### config.mk
export PLATFORM = sky130hd
export DESIGN_NAME = apt3d_row_acc
export DESIGN_NICKNAME = d
export VERILOG_FILES = /design/src/apt3d_pkg.sv /design/src/apt3d_row_acc.sv
export SDC_FILE = /design/constraint.sdc
export NUM_CORES = 1
export LEC_CHECK = 0
export BUFFER_PORTS_ARGS = -buffer_cell sky130_fd_sc_hd__buf_4
export CAP_MARGIN = 10
export CORE_MARGIN = 2
export CORE_UTILIZATION = 32
export CTS_BUF_LIST = sky130_fd_sc_hd__clkbuf_16
export CTS_CLUSTER_SIZE = 28
export DETAILED_ROUTE_END_ITERATION = 10
export PLACE_DENSITY = 0.58
export SETUP_SLACK_MARGIN = 0.05
export SLEW_MARGIN = 10
export SYNTH_ARGS = -nofsm -noshare
export SYNTH_HDL_FRONTEND = slang
export SYNTH_SLANG_ARGS = --single-unit
### constraint.sdc
create_clock -name clk_i -period 7.17 [get_ports clk_i]
set_input_delay 0.3585 -clock clk_i [delete_from_list [all_inputs] [get_ports clk_i]]
set_output_delay 0.3585 -clock clk_i [all_outputs]
set_load 0.01 [all_outputs]
### src/apt3d_pkg.sv
package apt3d_pkg;

  localparam int unsigned DataW     = 32;
  localparam int unsigned IdxW      = 4;
  localparam int unsigned CoefCount = 12;
  localparam int unsigned Rows      = 3;
  localparam int unsigned Cols      = 4;
  localparam int unsigned ProdW     = 2 * DataW;
  // Three full products plus the scaled translation never need more than 66 bits.
  localparam int unsigned AccW      = ProdW + 2;

  typedef enum logic {
    ACT_WRITE = 1'b0,
    ACT_XFORM = 1'b1
  } action_e;

  typedef logic signed [DataW-1:0] data_t;
  typedef logic signed [ProdW-1:0] prod_t;

  typedef struct packed {
    action_e             action;
    logic [IdxW-1:0]     coef_index;
    logic signed [31:0]  coef_value;
    logic signed [31:0]  in_x;
    logic signed [31:0]  in_y;
    logic signed [31:0]  in_z;
  } in_item_t;

  typedef struct packed {
    logic signed [31:0]  out_x;
    logic signed [31:0]  out_y;
    logic signed [31:0]  out_z;
    logic                overflow;
  } out_item_t;

  // Load strobes for the two stages inside each row unit.
  typedef struct packed {
    logic part_load;
    logic out_load;
  } row_ctl_t;

endpackage

### src/apt3d_row_acc.sv
module apt3d_row_acc #(
  parameter int FRAC_BITS = 16
) (
  input  logic                 clk_i,
  input  apt3d_pkg::row_ctl_t  ctl_i,
  input  apt3d_pkg::prod_t     p0_i,
  input  apt3d_pkg::prod_t     p1_i,
  input  apt3d_pkg::prod_t     p2_i,
  input  apt3d_pkg::data_t     trans_i,
  output apt3d_pkg::data_t     res_o,
  output logic                 sat_o
);
  import apt3d_pkg::*;

  typedef logic signed [AccW-1:0] acc_t;

  localparam acc_t RoundK = (FRAC_BITS > 0) ? (acc_t'(1) <<< (FRAC_BITS - 1)) : acc_t'(0);

  acc_t  part_a_q, part_b_q;
  acc_t  sum, shifted;
  logic  pos_ovf, neg_ovf;
  data_t res_q, res_d;
  logic  sat_q;

  always_ff @(posedge clk_i) begin
    if (ctl_i.part_load) begin
      part_a_q <= acc_t'(p0_i) + acc_t'(p1_i);
      part_b_q <= acc_t'(p2_i) + (acc_t'(trans_i) <<< FRAC_BITS) + RoundK;
    end
  end

  assign sum     = part_a_q + part_b_q;
  assign shifted = sum >>> FRAC_BITS;

  // The value fits when every bit above the 32-bit sign position matches the sign.
  assign pos_ovf = !shifted[AccW-1] && (|shifted[AccW-2:DataW-1]);
  assign neg_ovf = shifted[AccW-1] && !(&shifted[AccW-2:DataW-1]);

  always_comb begin
    res_d = shifted[DataW-1:0];
    if (pos_ovf) begin
      res_d = {1'b0, {(DataW-1){1'b1}}};
    end else if (neg_ovf) begin
      res_d = {1'b1, {(DataW-1){1'b0}}};
    end
  end

  always_ff @(posedge clk_i) begin
    if (ctl_i.out_load) begin
      res_q <= res_d;
      sat_q <= pos_ovf | neg_ovf;
    end
  end

  assign res_o = res_q;
  assign sat_o = sat_q;

endmodule

After elaboration in Yosys (flattened, before gate mapping)
Index checks and enable logic that the tools add are counted.
- register bits: 165
- input bits: 227
- output and inout port bits: 33
- word-level logic and storage cells: 16
- add/sub/neg operators: 4
- muxes and demuxes: 1
- bitwise operators: 1
- reductions and logical operators: 6
- operators with widths (kind ; number):
    65-bit by 17-bit adder with 66-bit output, second input constant ; 1
    66-bit adder ; 1
    64-bit by 48-bit adder with 65-bit output ; 1
    64-bit by 64-bit adder with 65-bit output ; 1
    32-bit two-way mux ; 1
    19-bit AND reduction ; 1
    19-bit OR reduction ; 1
    1-bit logical AND ; 2
    1-bit logical NOT ; 2
    1-bit OR ; 1

Longest topological paths before layout
Gate-level depths: netlist of run 1.
- depth in word-level cells: 5
- gate-level depth with buffers: 14
- mapped depth without buffers: 14

Least setup slack after synthesis of run 1
OpenSTA, ideal clock, no wires.
- path kind: reg2reg
- from: register part_a_q[6]
- to: register res_q[13], in the netlist res_o[13] (data pin)
- setup time: 0.262 ns
- arrival: 3.239 ns
- data required time: 6.908 ns
- setup slack: 3.670 ns
- stages on the path, launching flop included: 14
- buffers on the path: 1
- period minus slack after synthesis: 3.500 ns
- cell sequence: edfxtp_1 ha_1 nand4_1 a21oi_2 o221ai_1 a2111o_1 a2111o_1 nand3_2 xor2_2 a211oi_1 nand4_1 o41ai_4 buf_6 o31ai_1
- longest elaborated chain between the ends: 5
- elaborated cells between the ends (all ways): 8
- classes of those cells: add/sub: 1; mux: 1; reduce/logical: 6
- ends and longest elaborated chain (what ; RTL line ; RTL):
    start, declared ; apt3d_row_acc.sv:19 ; acc_t part_a_q, part_b_q;
    start signal, assigned ; apt3d_row_acc.sv:27 ; part_a_q <= acc_t'(p0_i) + acc_t'(p1_i);
    66-bit adder (*) ; apt3d_row_acc.sv:32 ; assign sum = part_a_q + part_b_q;
    19-bit AND reduction ; apt3d_row_acc.sv:37 ; assign neg_ovf = shifted[AccW-1] && !(&shifted[AccW-2:DataW-1]);
    1-bit logical NOT ; apt3d_row_acc.sv:37 ;
    1-bit logical AND ; apt3d_row_acc.sv:37 ;
    32-bit two-way mux ; apt3d_row_acc.sv:43 ; end else if (neg_ovf) begin
    end signal, assigned ; apt3d_row_acc.sv:50 ; res_q <= res_d;
    end, declared ; apt3d_row_acc.sv:22 ; data_t res_q, res_d;
Every way passes the cells marked *; elsewhere a longest branch is shown, timed or not.
A chain may end at the register's enable or synchronous reset.

Worst setup path in the final report of run 1
- from: register part_a_q[43]
- to: register res_q[13], in the netlist res_o[13] (data pin)
The elaborated chain is that of the path after synthesis.

==> results.rst, run 1 <==
.. list-table::
   :header-rows: 1

   * - Metric
     - Value
   * - Final worst-path cycle share
     - 0.6929
   * - Met2 track demand over resource in global routing
     - 0.3198
   * - Sequential standard cell area
     - 4925 sq um
   * - Total negative slack for setup checks
     - 0 ps
   * - Number of instances in the synthesized netlist
     - ~1,800
   * - Worst-skew pair later-pin latency
     - 450 ps
   * - Global-route layer with the greatest usage
     - met2
   * - Type of element capturing the critical path
     - register
   * - Number of search-and-repair iterations in the first detailed-routing pass
     - 7
   * - Count of input and output buffers
     - 259
   * - Clock Path Buffers
     - 2
   * - Routability Congestion
     - 0.9429
   * - Most used cell along the critical path
     - sky130_fd_sc_hd__a21oi_1
   * - Area growth, synth to finish
     - 19.41%
   * - Layout net count
     - 2,449
   * - Max Freq
     - slightly above 200 MHz
   * - Count of flip-flops with a built-in enable after synthesis
     - 164
   * - Routed wire length
     - 52.62 mm
   * - Seq cells post-synth
     - 164
   * - Post-synthesis sequential area ratio
     - 0.3087
   * - Startpoint of the worst-slack reg-to-reg timing path
     - part_a_q[43]
   * - Tot GR Track Use
     - 0.2037
   * - Worst reg2reg setup slack
     - 2200 ps
   * - Pwr/cell area
     - 259.6 nW/um^2
   * - Overall Power
     - 0.004945 W
   * - Combined area of the multi-input logic cells
     - 10,560 sq um
   * - Worst relative slew slack
     - 0.2639
   * - Final Hold Fails
     - 0
   * - Clock root buffer master
     - sky130_fd_sc_hd__clkbuf_16
   * - Detailed-route wire length per cell
     - between 15 and 20 um
   * - Number of setup buffers added after CTS
     - 0
   * - Antenna fix cells
     - 0
   * - Critical path peak fanout
     - 31
   * - Final Core Density
     - 0.3883
   * - Result of the run
     - finished, final reports clean
   * - Crit path arrival time
     - 5240 ps
   * - TritonCTS buffer count
     - 17
   * - Number of H-tree levels
     - 4
   * - Number of pins with negative max-slew slack in the final report
     - 0
   * - Measured slew at the worst slew-check pin
     - ~1100 ps
   * - Proportion of layout cells with a drive suffix above 1
     - 0.1658
   * - Via count of the first global-routing pass
     - 14,711
   * - Antenna violations before repair
     - 0
   * - Number of inserted filler cells in the final layout
     - 5,069
   * - Clock tree from TritonCTS
     - done
   * - Global-route wire length before repair
     - 81.37 mm
   * - Clock input transition at the sequential cells of the worst setup and hold paths
     - 70 ps
   * - Startpoint class of the critical path
     - register
   * - Met3 layer usage reported by global route
     - 0.03072
   * - Hold_buf cts
     - 0
   * - Most frequent cell after synthesis
     - sky130_fd_sc_hd__a21oi_1
   * - Slowest library cell on the worst path
     - sky130_fd_sc_hd__o2111a_1
   * - TritonCTS Sinks
     - 164
   * - Cell Count Post-Placement
     - approximately 2,700
   * - DR DRC count
     - 0
   * - Cell Count, Final, Fillers Out
     - 2,721
   * - Portion of synthesized cell area occupied by the leading cell type
     - 0.3087
   * - Setup violators final
     - 0
   * - Required arrival time at the worst endpoint
     - 7450 ps
   * - Shortest period the worst path allows
     - 4968 ps
   * - Largest net degree at the start of global routing
     - 75
   * - CTS resizes
     - 0
   * - Primary flip-flop cell chosen by synthesis mapping
     - sky130_fd_sc_hd__edfxtp_1
   * - Most frequent cells after synthesis
     - sky130_fd_sc_hd__a21oi_1 (207), sky130_fd_sc_hd__nand2_1 (179), sky130_fd_sc_hd__ha_1 (176)
   * - Largest stage delay on the critical path
     - 1000 ps
   * - Post-route cell area
     - 19,050 sq um
   * - Max Clock Skew
     - 11.34 ps
   * - Cell breakdown of the critical path
     - ha_1, a21oi_1, o21ai_0, a21oi_1, nand2_1, nor4_1, nor2_1, xor2_1, nor4b_1, o2111a_1, a21oi_1, o31ai_1
   * - Post-detailed-placement cell area
     - 18,490 sq um
   * - Library cells used by synthesis
     - 88
   * - Largest cells by area after synthesis
     - sky130_fd_sc_hd__edfxtp_1 (31%), sky130_fd_sc_hd__ha_1 (14%), sky130_fd_sc_hd__a21oi_1 (6.5%)
   * - Effective utilization at floorplan
     - 0.3252
   * - Cell taking the most area after synthesis
     - sky130_fd_sc_hd__edfxtp_1
   * - Die width
     - 227.3 um
   * - Number of DRC markers after the initial detailed-route iteration
     - 1,196
   * - GR Util met1
     - 0.2883
   * - Tightest Hold Check Type
     - input port to register
   * - Total number of placement rows
     - 81
   * - # IOs
     - 260
   * - Number of violations of the max-capacitance limit
     - 0
   * - Via-to-Cell Ratio
     - approximately 5.5
   * - Die Outline Area
     - 51,650 sq um
   * - Type of the worst setup path
     - register to register
   * - Setup repair after global routing missed its margin
     - false
   * - Syn nets
     - approximately 2,200
   * - Ys async rst share
     - 0
   * - Detailed Place HPWL
     - ~44 mm
   * - Netlist area before placement
     - ~16,000 sq um
   * - Count of yosys warnings during synthesis
     - 0
   * - Min-delay src
     - p2_i[9]
   * - Core area
     - slightly below 50,000 sq um
   * - Routed Antenna Nets
     - 0
   * - P_leak
     - 7.824 nW
   * - Global route total overflow
     - 0
   * - Vias
     - 14,986
   * - Syn Area/Cell
     - around 9 sq um
   * - Die Height
     - 227.3 um
   * - Maximum vdd ir drop
     - 0.0001281 V
   * - Source of the critical timing path
     - part_a_q[43]
[worst paths after layout]
path | endpoint | depth (start not counted)
max | res_o[13] | 12
min | part_b_q[9] | 1
max reg2reg | res_o[13] | 12
min reg2reg | res_o[1] | 4
[sequential cells by signal, indices dropped and copies added (netlist names)]
| name | flops |
|---|---|
| part_a_q | 65 |
| part_b_q | 66 |
| res_o | 32 |
| sat_o | 1 |
[logic make-up (layout without fill, tap and decap cells)]
kind of cell / count (synthesis) / in the layout / share of synthesized area
AO/OA/AOI/OAI: 632 / 632 / 0.2530
buffers and inverters: 109 / 346 / 0.02996
flip-flops: 164 / 164 / 0.3087
XOR/XNOR: 141 / 141 / 0.07836
AND/OR/NAND/NOR: 593 / 593 / 0.1874
multiplexers: 3 / 3 / 0.001961
adder cells (fa/ha/maj): 178 / 178 / 0.1406
[cell type report]
class / count / area share
multi-input cells: 1547 / 0.5542
inverters: 47 / 0.009262
clock inverters: 15 / 0.006831
well taps: 664 / 0.04362
flip-flops and latches: 164 / 0.2585
repair buffers: 267 / 0.1052
clock buffers: 17 / 0.02233
[metrics by stage]
step	hold WS, ps	setup WS, ps
global route	47.63	1896
finish	74.16	2202
detailed placement	539.5	2365
global placement	538.0	2394
floorplan	457.4	3670
CTS	43.96	2327
[metal layers]
metal	vias to the layer above	part of all wire
li1	7384	-
met1	7080	0.48
met2	455	0.45
met3	67	0.050
met4	0	0.022
met5	-	0
[where the power goes]
part	leakage, nW	internal [W]	total (W)	switching [W]
Combinational	5.97	0.000974	0.00266	0.00169
Clock	0.260	0.000477	0.000874	0.000396
Sequential	1.60	0.00134	0.00141	0.0000700
Total	7.82	0.00279	0.00495	0.00216
[critical path: cells and delay by family (launching register included)]
family          cells  cell delay (ps)
compound gates      6             2640
xor+xnor            1              260
fa+ha+maj           1              460
flops               1              390
simple gates        4             1040
[layout by cell type, fill, tap and decap left out, types with 14 or more instances in the layout]
cell | Yosys | layout
sky130_fd_sc_hd__xnor2_1 | 86 | 85
sky130_fd_sc_hd__nand4_1 | 79 | 79
sky130_fd_sc_hd__inv_1 | 47 | 48
sky130_fd_sc_hd__buf_4 | 4 | 267
sky130_fd_sc_hd__nor2_1 | 114 | 114
sky130_fd_sc_hd__o21bai_1 | 24 | 24
sky130_fd_sc_hd__o21ai_0 | 119 | 119
sky130_fd_sc_hd__xor2_1 | 53 | 53
sky130_fd_sc_hd__nand2_1 | 179 | 179
sky130_fd_sc_hd__nand2b_1 | 16 | 16
sky130_fd_sc_hd__o21a_1 | 21 | 21
sky130_fd_sc_hd__a31oi_1 | 17 | 17
sky130_fd_sc_hd__clkbuf_16 | 0 | 17
sky130_fd_sc_hd__nand3_1 | 66 | 66
sky130_fd_sc_hd__o211ai_1 | 21 | 21
sky130_fd_sc_hd__a21o_1 | 87 | 87
sky130_fd_sc_hd__edfxtp_1 | 164 | 164
sky130_fd_sc_hd__ha_1 | 176 | 176
sky130_fd_sc_hd__or3_1 | 14 | 14
sky130_fd_sc_hd__nor2b_1 | 26 | 26
sky130_fd_sc_hd__nor3_1 | 28 | 28
sky130_fd_sc_hd__a21oi_1 | 207 | 207
sky130_fd_sc_hd__a211oi_1 | 19 | 19
Power figures use the tool's default switching activity.
==> run 2, diff against run 1 <==
--- a/config.mk
+++ b/config.mk
@@ -12,7 +12,7 @@
 export CTS_BUF_LIST = sky130_fd_sc_hd__clkbuf_16
 export CTS_CLUSTER_SIZE = 28
 export DETAILED_ROUTE_END_ITERATION = 10
-export PLACE_DENSITY = 0.58
+export PLACE_DENSITY = 0.6
 export SETUP_SLACK_MARGIN = 0.05
 export SLEW_MARGIN = 10
 export SYNTH_ARGS = -nofsm -noshare
==> constraint.sdc (replaced) <==
create_clock -name clk_i -period 4.1 [get_ports clk_i]
set_input_delay 0.205 -clock clk_i [delete_from_list [all_inputs] [get_ports clk_i]]
set_output_delay 0.205 -clock clk_i [all_outputs]
set_load 0.01 [all_outputs]
==> run 2 against run 1 <==
Clock skew increased by 7.2 ps. Setup slack got worse by 2000 ps. Global-route usage increased by 0.40 points. Core utilization increased by 4.6 points. Highest routed layer unchanged. Power increased by 100%. First-iteration DRC count increased by 4.8%. Sequential share of layout area decreased by 2.7 points. Largest cell class unchanged. Final cell count increased by 6.1%. Flip-flop and latch count unchanged. Wire length increased by 3.5%. Via count increased by 4.4%.
==> results.rst, run 2 (synthesis results as in run 1) <==
.. list-table::
   :header-rows: 1

   * - Metric
     - Value
   * - Result of the run
     - finished, final reports clean
   * - Global-route wire length before repair
     - 83.57 mm (+2.7%)
   * - Critical path peak fanout
     - 16 (-48%)
   * - Vias
     - 15,639 (+4.4%)
   * - Net switching power figure
     - 0.004142 W (+92%)
   * - Number of DRC markers after the initial detailed-route iteration
     - 1,254 (+4.8%)
   * - Required arrival time at the worst endpoint
     - 4300 ps (-3150 ps)
   * - Effective utilization at floorplan
     - 0.3252 (unchanged)
   * - Pwr/cell area
     - 465.9 nW/um^2 (+79%)
   * - Setup repair after global routing missed its margin
     - true
   * - Core area
     - 49,050 sq um (unchanged)
   * - Clock input transition at the sequential cells of the worst setup and hold paths
     - 70 ps (about the same)
   * - Number of H-tree levels
     - 4 (unchanged)
   * - Routability Congestion
     - 0.9365 (-0.68%)
   * - Post-detailed-placement cell area
     - 19,510 sq um (+5.5%)
   * - Setup violators final
     - 0 (unchanged)
   * - Total number of placement rows
     - 81 (unchanged)
   * - Via-to-Cell Ratio
     - 5.415 (-1.7%)
   * - Part of the power in combinational logic
     - 0.576 (+0.037)
   * - Measured slew at the worst slew-check pin
     - 736.3 ps (-367.9 ps)
   * - Number of search-and-repair iterations in the first detailed-routing pass
     - 6 (-1)
   * - Die Outline Area
     - 51,650 sq um (unchanged)
   * - Part of the total power dissipated in sequential elements
     - 0.253 (-0.032)
   * - Final Hold Fails
     - 0 (unchanged)
   * - Clock root buffer master
     - sky130_fd_sc_hd__clkbuf_16
   * - Max Freq
     - 255.4 MHz (+27%)
   * - Worst relative slew slack
     - 0.5092 (+0.2452)
   * - TritonCTS buffer count
     - 17 (unchanged)
   * - Combined area of the multi-input logic cells
     - 11,320 sq um (+7.2%)
   * - Post-route cell area
     - 21,280 sq um (+12%)
   * - Global route total overflow
     - 0 (unchanged)
   * - Fraction of power spent switching nets
     - 0.4178 (-0.01829)
   * - DR DRC count
     - 0 (unchanged)
   * - Antenna fix cells
     - 0 (unchanged)
   * - Die width
     - 227.3 um (unchanged)
   * - Internal power summed over all cells
     - 0.005773 W (+110%)
   * - Type of element capturing the critical path
     - register
   * - Final worst-path cycle share
     - 0.9549 (+0.2621)
   * - Number of violations of the max-capacitance limit
     - 0 (unchanged)
   * - Startpoint class of the critical path
     - register
   * - Sequential standard cell area
     - 4925 sq um (unchanged)
   * - Top library cells by usage in the layout, fill and taps aside
     - sky130_fd_sc_hd__buf_4 (407), sky130_fd_sc_hd__a21oi_1 (179), sky130_fd_sc_hd__nand2_1 (174), sky130_fd_sc_hd__edfxtp_1 (164), sky130_fd_sc_hd__ha_1 (147)
   * - Die Height
     - 227.3 um (unchanged)
   * - Shortest period the worst path allows
     - 3915 ps (-1053 ps)
   * - Max reg flops
     - 66 (unchanged)
   * - Layout net count
     - 2,616 (+6.8%)
   * - Commonest non-fill, non-tap cell in the layout
     - sky130_fd_sc_hd__buf_4
   * - Tightest Hold Check Type
     - input port to register
   * - Number of inserted filler cells in the final layout
     - 4,865 (-4.0%)
   * - Max Clock Skew
     - 18.56 ps (+7.226 ps)
   * - Most flop-heavy register
     - part_b_q
   * - Cell Count, Final, Fillers Out
     - 2,888 (+6.1%)
   * - Cell Count Post-Placement
     - 2,818 (+4.8%)
   * - Count of input and output buffers
     - 259 (unchanged)
   * - Number of pins with negative max-slew slack in the final report
     - 0 (unchanged)
   * - TritonCTS Sinks
     - 164 (unchanged)
   * - P_leak
     - 8.793 nW (+12%)
   * - Clock Path Buffers
     - 2 (unchanged)
   * - Crit path arrival time
     - 4120 ps (-1120 ps)
   * - Area growth, synth to finish
     - 33.41%
   * - Final Core Density
     - 0.4339 (+0.04553)
   * - Largest net degree at the start of global routing
     - 76 (+1.3%)
   * - Routed Antenna Nets
     - 0 (unchanged)
   * - # IOs
     - 260 (unchanged)
   * - Antenna violations before repair
     - 0 (unchanged)
   * - Proportion of layout cells with a drive suffix above 1
     - 0.2693 (+0.1036)
   * - Via count of the first global-routing pass
     - 15,242 (+3.6%)
   * - Share of total power in the clock network
     - 0.172 (-0.005)
   * - Detailed Place HPWL
     - 45.13 mm (+2.3%)
   * - Clock tree from TritonCTS
     - done
   * - Type of the worst setup path
     - register to register
   * - Worst-skew pair later-pin latency
     - 460 ps (about the same)
   * - Tot GR Track Use
     - 0.2076 (+0.003952)
   * - Detailed-route wire length per cell
     - 18.85 um (-2.5%)
   * - Maximum vdd ir drop
     - 0.0002517 V (+97%)
   * - Routed wire length
     - 54.45 mm (+3.5%)
-- run 2: cell types whose count changed in the layout (fill, tap and decap cells not counted), moves of 5 or more --
cell / delta
sky130_fd_sc_hd__a21oi_1: -28
sky130_fd_sc_hd__ha_2: +5
sky130_fd_sc_hd__nand2_1: -5
sky130_fd_sc_hd__a21oi_2: +22
sky130_fd_sc_hd__buf_6: +6
sky130_fd_sc_hd__o21ai_0: -13
sky130_fd_sc_hd__buf_4: +140
sky130_fd_sc_hd__a21oi_4: +6
sky130_fd_sc_hd__ha_1: -29
sky130_fd_sc_hd__o21ai_2: +6
sky130_fd_sc_hd__dlygate4sd3_1: +15
sky130_fd_sc_hd__o21ai_1: +7
sky130_fd_sc_hd__ha_4: +24
-- run 2: final timing paths --
kind                            slack (ps)           to          from  cells past startpoint
worst min-delay path                    40  part_a_q[0]       p1_i[0]                      2
worst max register to register         180    res_o[28]  part_a_q[28]                     14
worst min register to register        1000     res_o[1]  part_b_q[17]                      4
worst max-delay path                   180    res_o[28]  part_a_q[28]                     14
-- run 2: cell type report --
| cell class | count | area share |
|---|---|---|
| Inverter | 47 | 0.008290 |
| Tap cell | 664 | 0.03904 |
| Clock inverter | 15 | 0.009113 |
| Sequential cell | 164 | 0.2314 |
| Multi-Input combinational cell | 1547 | 0.5319 |
| Clock buffer | 17 | 0.01999 |
| Timing Repair Buffer | 434 | 0.1603 |
-- run 2: power by group through the flow --
stage	Sequential (W)	Combinational, W	Clock [W]
after floorplan	0.00253	0.00300	0
after global placement	0.00250	0.00504	0
after detailed placement	0.00250	0.00506	0
after CTS	0.00248	0.00525	0.00173
after global routing	0.00254	0.00621	0.00180
final	0.00251	0.00571	0.00170
-- run 2: what timing repair did --
item,4_1_cts,5_1_grt
endpoints found under the setup margin,32,32
pin swaps,14,55
gates resized for setup,27,119
gates cloned,1,1
buffers inserted,7,15
hold endpoints to repair,15,0
hold buffers,15,0
-- run 2: worst max-delay path, cell delays in order (launching register included) --
cell and delay, ps:
sky130_fd_sc_hd__edfxtp_1 370, sky130_fd_sc_hd__ha_1 350, sky130_fd_sc_hd__buf_4 170, sky130_fd_sc_hd__nand2_2 100
sky130_fd_sc_hd__or3_4 390, sky130_fd_sc_hd__a2111o_1 490, sky130_fd_sc_hd__a2111o_1 420, sky130_fd_sc_hd__nand3_2 100
sky130_fd_sc_hd__xor2_2 80, sky130_fd_sc_hd__a211oi_2 160, sky130_fd_sc_hd__nand4_1 170, sky130_fd_sc_hd__o41ai_4 310
sky130_fd_sc_hd__buf_4 190, sky130_fd_sc_hd__bufbuf_16 290, sky130_fd_sc_hd__nand3_1 70
-- run 2: layer usage --
metal,vias up,GRT usage,part of all wire
met5,-,0,0
met4,0,0.04807,0.016
met3,49,0.02052,0.049
met2,464,0.3386,0.46
met1,7407,0.2957,0.48
li1,7719,-,-
-- run 2: per-stage QoR --
| step | setup TNS, ps | worst slack (ps) | hold slack, ps | total power (W) |
|---|---|---|---|---|
| after CTS | 0 | 35.69 | 24.09 | 0.009471 |
| after floorplan | 0 | 599.7 | 303.9 | 0.005526 |
| after global placement | -4789 | -237.0 | 384.4 | 0.007545 |
| after global routing | -21.44 | -7.715 | 31.79 | 0.01055 |
| final | 0 | 184.8 | 37.19 | 0.009915 |
| after detailed placement | -4892 | -233.1 | 384.7 | 0.007568 |
==> run 3, diff against run 2 <==
--- a/config.mk
+++ b/config.mk
@@ -5,6 +5,7 @@
 export SDC_FILE = /design/constraint.sdc
 export NUM_CORES = 1
 export LEC_CHECK = 0
+export ABC_AREA = 1
 export BUFFER_PORTS_ARGS = -buffer_cell sky130_fd_sc_hd__buf_4
 export CAP_MARGIN = 10
 export CORE_MARGIN = 2
@@ -12,7 +13,8 @@
 export CTS_BUF_LIST = sky130_fd_sc_hd__clkbuf_16
 export CTS_CLUSTER_SIZE = 28
 export DETAILED_ROUTE_END_ITERATION = 10
-export PLACE_DENSITY = 0.6
+export PLACE_DENSITY = 0.59
+export REMOVE_ABC_BUFFERS = 1
 export SETUP_SLACK_MARGIN = 0.05
 export SLEW_MARGIN = 10
 export SYNTH_ARGS = -nofsm -noshare
==> run 3 against run 2 <==
Count of clock-buffer cells in the layout did not move. Design area increased by 1.8%. Hold slack better by 35 ps. Via count grew 17%. Critical path depth grew 2. Combinational power shrank 15%. First-iteration DRC count down 12%. Maximum frequency up 17%. Largest power group unchanged. Die area up 13%. Critical path type unchanged. Setup slack better by 560 ps.
==> results.rst, run 3 <==
.. list-table::
   :header-rows: 1

   * - Metric
     - Value
   * - Largest net degree at the start of global routing
     - 72 (-5.3%)
   * - Max Clock Skew
     - 9.748 ps (-8.814 ps)
   * - Max Freq
     - 298.0 MHz (+17%)
   * - Crit path arrival time
     - 3530 ps (-590 ps)
   * - Slowest library cell on the worst path
     - sky130_fd_sc_hd__ha_1
   * - Total negative slack for setup checks
     - 0 ps (unchanged)
   * - Largest stage delay on the critical path
     - 460 ps (-30 ps)
   * - Post-route cell area
     - 21,660 sq um (+1.8%)
   * - Cell taking the most area after synthesis
     - sky130_fd_sc_hd__edfxtp_1
   * - Number of instances in the synthesized netlist
     - 2,715 (+49%)
   * - Number of pins with negative max-slew slack in the final report
     - 0 (unchanged)
   * - Number of inserted filler cells in the final layout
     - 6,102 (+25%)
   * - Layout net count
     - 3,410 (+30%)
   * - Count of yosys warnings during synthesis
     - 0 (unchanged)
   * - Proportion of layout cells with a drive suffix above 1
     - 0.1160 (-0.1534)
   * - Pwr/cell area
     - 418.2 nW/um^2 (-10%)
   * - Die Outline Area
     - 58,280 sq um (+13%)
   * - TritonCTS buffer count
     - 17 (unchanged)
   * - Max reg flops
     - 66 (unchanged)
   * - Portion of synthesized cell area occupied by the leading cell type
     - 0.2730 (-0.03568)
   * - Primary flip-flop cell chosen by synthesis mapping
     - sky130_fd_sc_hd__edfxtp_1
   * - Clock tree from TritonCTS
     - done
   * - Setup repair after global routing missed its margin
     - false
   * - Largest cells by area after synthesis
     - sky130_fd_sc_hd__edfxtp_1 (27%), sky130_fd_sc_hd__nand2_1 (18%), sky130_fd_sc_hd__ha_1 (12%)
   * - Required arrival time at the worst endpoint
     - 4280 ps (-20 ps)
   * - Overall Power
     - 0.009059 W (-8.6%)
   * - Maximum vdd ir drop
     - 0.0002107 V (-16%)
   * - Total number of placement rows
     - 87 (+7.4%)
   * - Type of element capturing the critical path
     - register
   * - Post-detailed-placement cell area
     - 20,890 sq um (+7.1%)
   * - Antenna fix cells
     - 0 (unchanged)
   * - Detailed-route wire length per cell
     - 16.72 um (-11%)
   * - Vias
     - 18,239 (+17%)
   * - Most frequent cells after synthesis
     - sky130_fd_sc_hd__nand2_1 (851), sky130_fd_sc_hd__inv_1 (498), sky130_fd_sc_hd__nor2_1 (253)
   * - Via-to-Cell Ratio
     - 4.833 (-11%)
   * - # IOs
     - 260 (unchanged)
   * - Final Hold Fails
     - 0 (unchanged)
   * - Worst relative slew slack
     - 0.4240 (-0.08513)
   * - Effective utilization at floorplan
     - 0.3217 (-0.003469)
   * - Most flop-heavy register
     - part_b_q
   * - Die Height
     - 241.4 um (+6.2%)
   * - Seq cells post-synth
     - 164 (unchanged)
   * - Area growth, synth to finish
     - 20.10%
   * - Critical path peak fanout
     - 32 (+16)
   * - Global route total overflow
     - 0 (unchanged)
   * - Count of input and output buffers
     - 259 (unchanged)
   * - Detailed Place HPWL
     - 55.31 mm (+23%)
   * - Syn Area/Cell
     - 6.643 sq um (-24%)
   * - Global-route wire length before repair
     - 96.54 mm (+16%)
   * - Combined buffer and inverter count along the critical path
     - 1 (-2)
   * - Post-synthesis sequential area ratio
     - 0.2730 (-0.03568)
   * - Commonest non-fill, non-tap cell in the layout
     - sky130_fd_sc_hd__nand2_1
   * - Routability Congestion
     - 1.010 (+7.8%)
   * - Gate family responsible for the most delay along the worst path
     - simple AND/OR/NAND/NOR gates
   * - Library cells used by synthesis
     - 44 (-50%)
   * - Clock input transition at the sequential cells of the worst setup and hold paths
     - 70 ps (about the same)
   * - Most used cell along the critical path
     - sky130_fd_sc_hd__nand2_1
   * - TritonCTS Sinks
     - 164 (unchanged)
   * - Clock Path Buffers
     - 2 (unchanged)
   * - Number of H-tree levels
     - 4 (unchanged)
   * - DR DRC count
     - 0 (unchanged)
   * - Ys async rst share
     - 0 (unchanged)
   * - Shortest period the worst path allows
     - 3356 ps (-559.0 ps)
   * - Top library cells by usage in the layout, fill and taps aside
     - sky130_fd_sc_hd__nand2_1 (851), sky130_fd_sc_hd__inv_1 (498), sky130_fd_sc_hd__buf_4 (261), sky130_fd_sc_hd__nor2_1 (253), sky130_fd_sc_hd__a21oi_1 (211)
   * - Clock root buffer master
     - sky130_fd_sc_hd__clkbuf_16
   * - Die width
     - 241.4 um (+6.2%)
   * - CTS resizes
     - 0 (-100%)
   * - Count of flip-flops with a built-in enable after synthesis
     - 164 (unchanged)
   * - Result of the run
     - finished, final reports clean
   * - Routed wire length
     - 63.11 mm (+16%)
   * - Final worst-path cycle share
     - 0.8186 (-0.1364)
   * - Routed Antenna Nets
     - 0 (unchanged)
   * - Worst-skew pair later-pin latency
     - 450 ps (about the same)
   * - Setup violators final
     - 0 (unchanged)
   * - Core area
     - 56,060 sq um (+14%)
   * - Tightest Hold Check Type
     - input port to register
   * - Via count of the first global-routing pass
     - 18,059 (+18%)
   * - Number of search-and-repair iterations in the first detailed-routing pass
     - 5 (-1)
   * - Antenna violations before repair
     - 0 (unchanged)
   * - Netlist area before placement
     - 18,040 sq um (+13%)
   * - Measured slew at the worst slew-check pin
     - 856.1 ps (+119.8 ps)
   * - Startpoint class of the critical path
     - register
   * - Tot GR Track Use
     - 0.2169 (+0.009343)
   * - P_leak
     - 10.78 nW (+23%)
   * - Most frequent cell after synthesis
     - sky130_fd_sc_hd__nand2_1
   * - Type of the worst setup path
     - register to register
   * - Number of DRC markers after the initial detailed-route iteration
     - 1,108 (-12%)
   * - Cell breakdown of the critical path
     - ha_1, nand2_1, nor2_1, inv_1, nor2_2, nand2_1, nor2_1, nand2_1, nand2_1, nand2_1, nand2_1, nand4_1, nor2_1, nand3b_1, nand2_2, nand2_1
   * - Number of violations of the max-capacitance limit
     - 0 (unchanged)
-- run 3: cell count changes after synthesis, sizes merged, moves of 27 or more --
cell,before,now
nor2,114,277
xnor2,87,36
clkbuf,30,0
nand2,180,865
a31oi,17,45
inv,47,506
nand4,81,26
a21o,87,11
o21ai,133,106
xor2,54,104
-- run 3: cell families after synthesis --
kind of cell | synth area share
AOI/OAI and AO/OA | 0.1347
xor gates and xnor gates | 0.06840
adders and majority gates | 0.1243
buffers and inverters | 0.1091
DFF | 0.2730
and+or+nand+nor | 0.2905
-- run 3: final cells by class --
cell class | instances | area, sq um | area share
Sequential cell | 164 | 4925 | 0.2274
Tap cell | 756 | 945.9 | 0.04367
Multi-Input combinational cell | 2039 | 11140 | 0.5145
Clock inverter | 15 | 191.4 | 0.008838
Inverter | 506 | 1899 | 0.08768
Clock buffer | 17 | 425.4 | 0.01964
Timing Repair Buffer | 277 | 2130 | 0.09831
-- run 3: what timing repair did --
action,4_1_cts,5_1_grt
setup buffers,0,0
hold buffers,15,0
hold endpoints to repair,15,0
-- run 3: stage by stage --
| step | util | worst slack, ps | cells | hold slack [ps] |
|---|---|---|---|---|
| finish | 0.3864 | 743.8 | 3774 | 72.31 |
| global route | 0.3864 | 454.8 | 3774 | 67.97 |
| CTS | 0.3864 | 709.7 | 3774 | 41.62 |
| detailed placement | 0.3727 | 738.5 | 3727 | 384.5 |
| global placement | 0.3727 | 716.5 | 3727 | 384.2 |
| floorplan | - | 1586 | 2709 | 303.9 |
-- run 3: where the power goes --
| part | total [W] | internal [W] | switching, W | leakage, nW |
|---|---|---|---|---|
| logic | 0.00487 | 0.00167 | 0.00319 | 8.90 |
| clock network | 0.00168 | 0.000971 | 0.000705 | 0.292 |
| registers | 0.00251 | 0.00237 | 0.000142 | 1.59 |
-- run 3: final timing paths --
path                                     end  cells after the start         start  slack [ps]
worst min register to register     res_o[31]                      3  part_b_q[65]         840
worst max-delay path               res_o[27]                     16  part_a_q[35]         740
worst min-delay path            part_b_q[15]                      2      p2_i[15]          70
worst max register to register     res_o[27]                     16  part_a_q[35]         740
-- run 3: metal layers --
metal,wire (um),track usage
met1,28180,0.2737
met2,29900,0.3798
met3,2732,0.02427
met4,2304,0.08156
met5,0,0
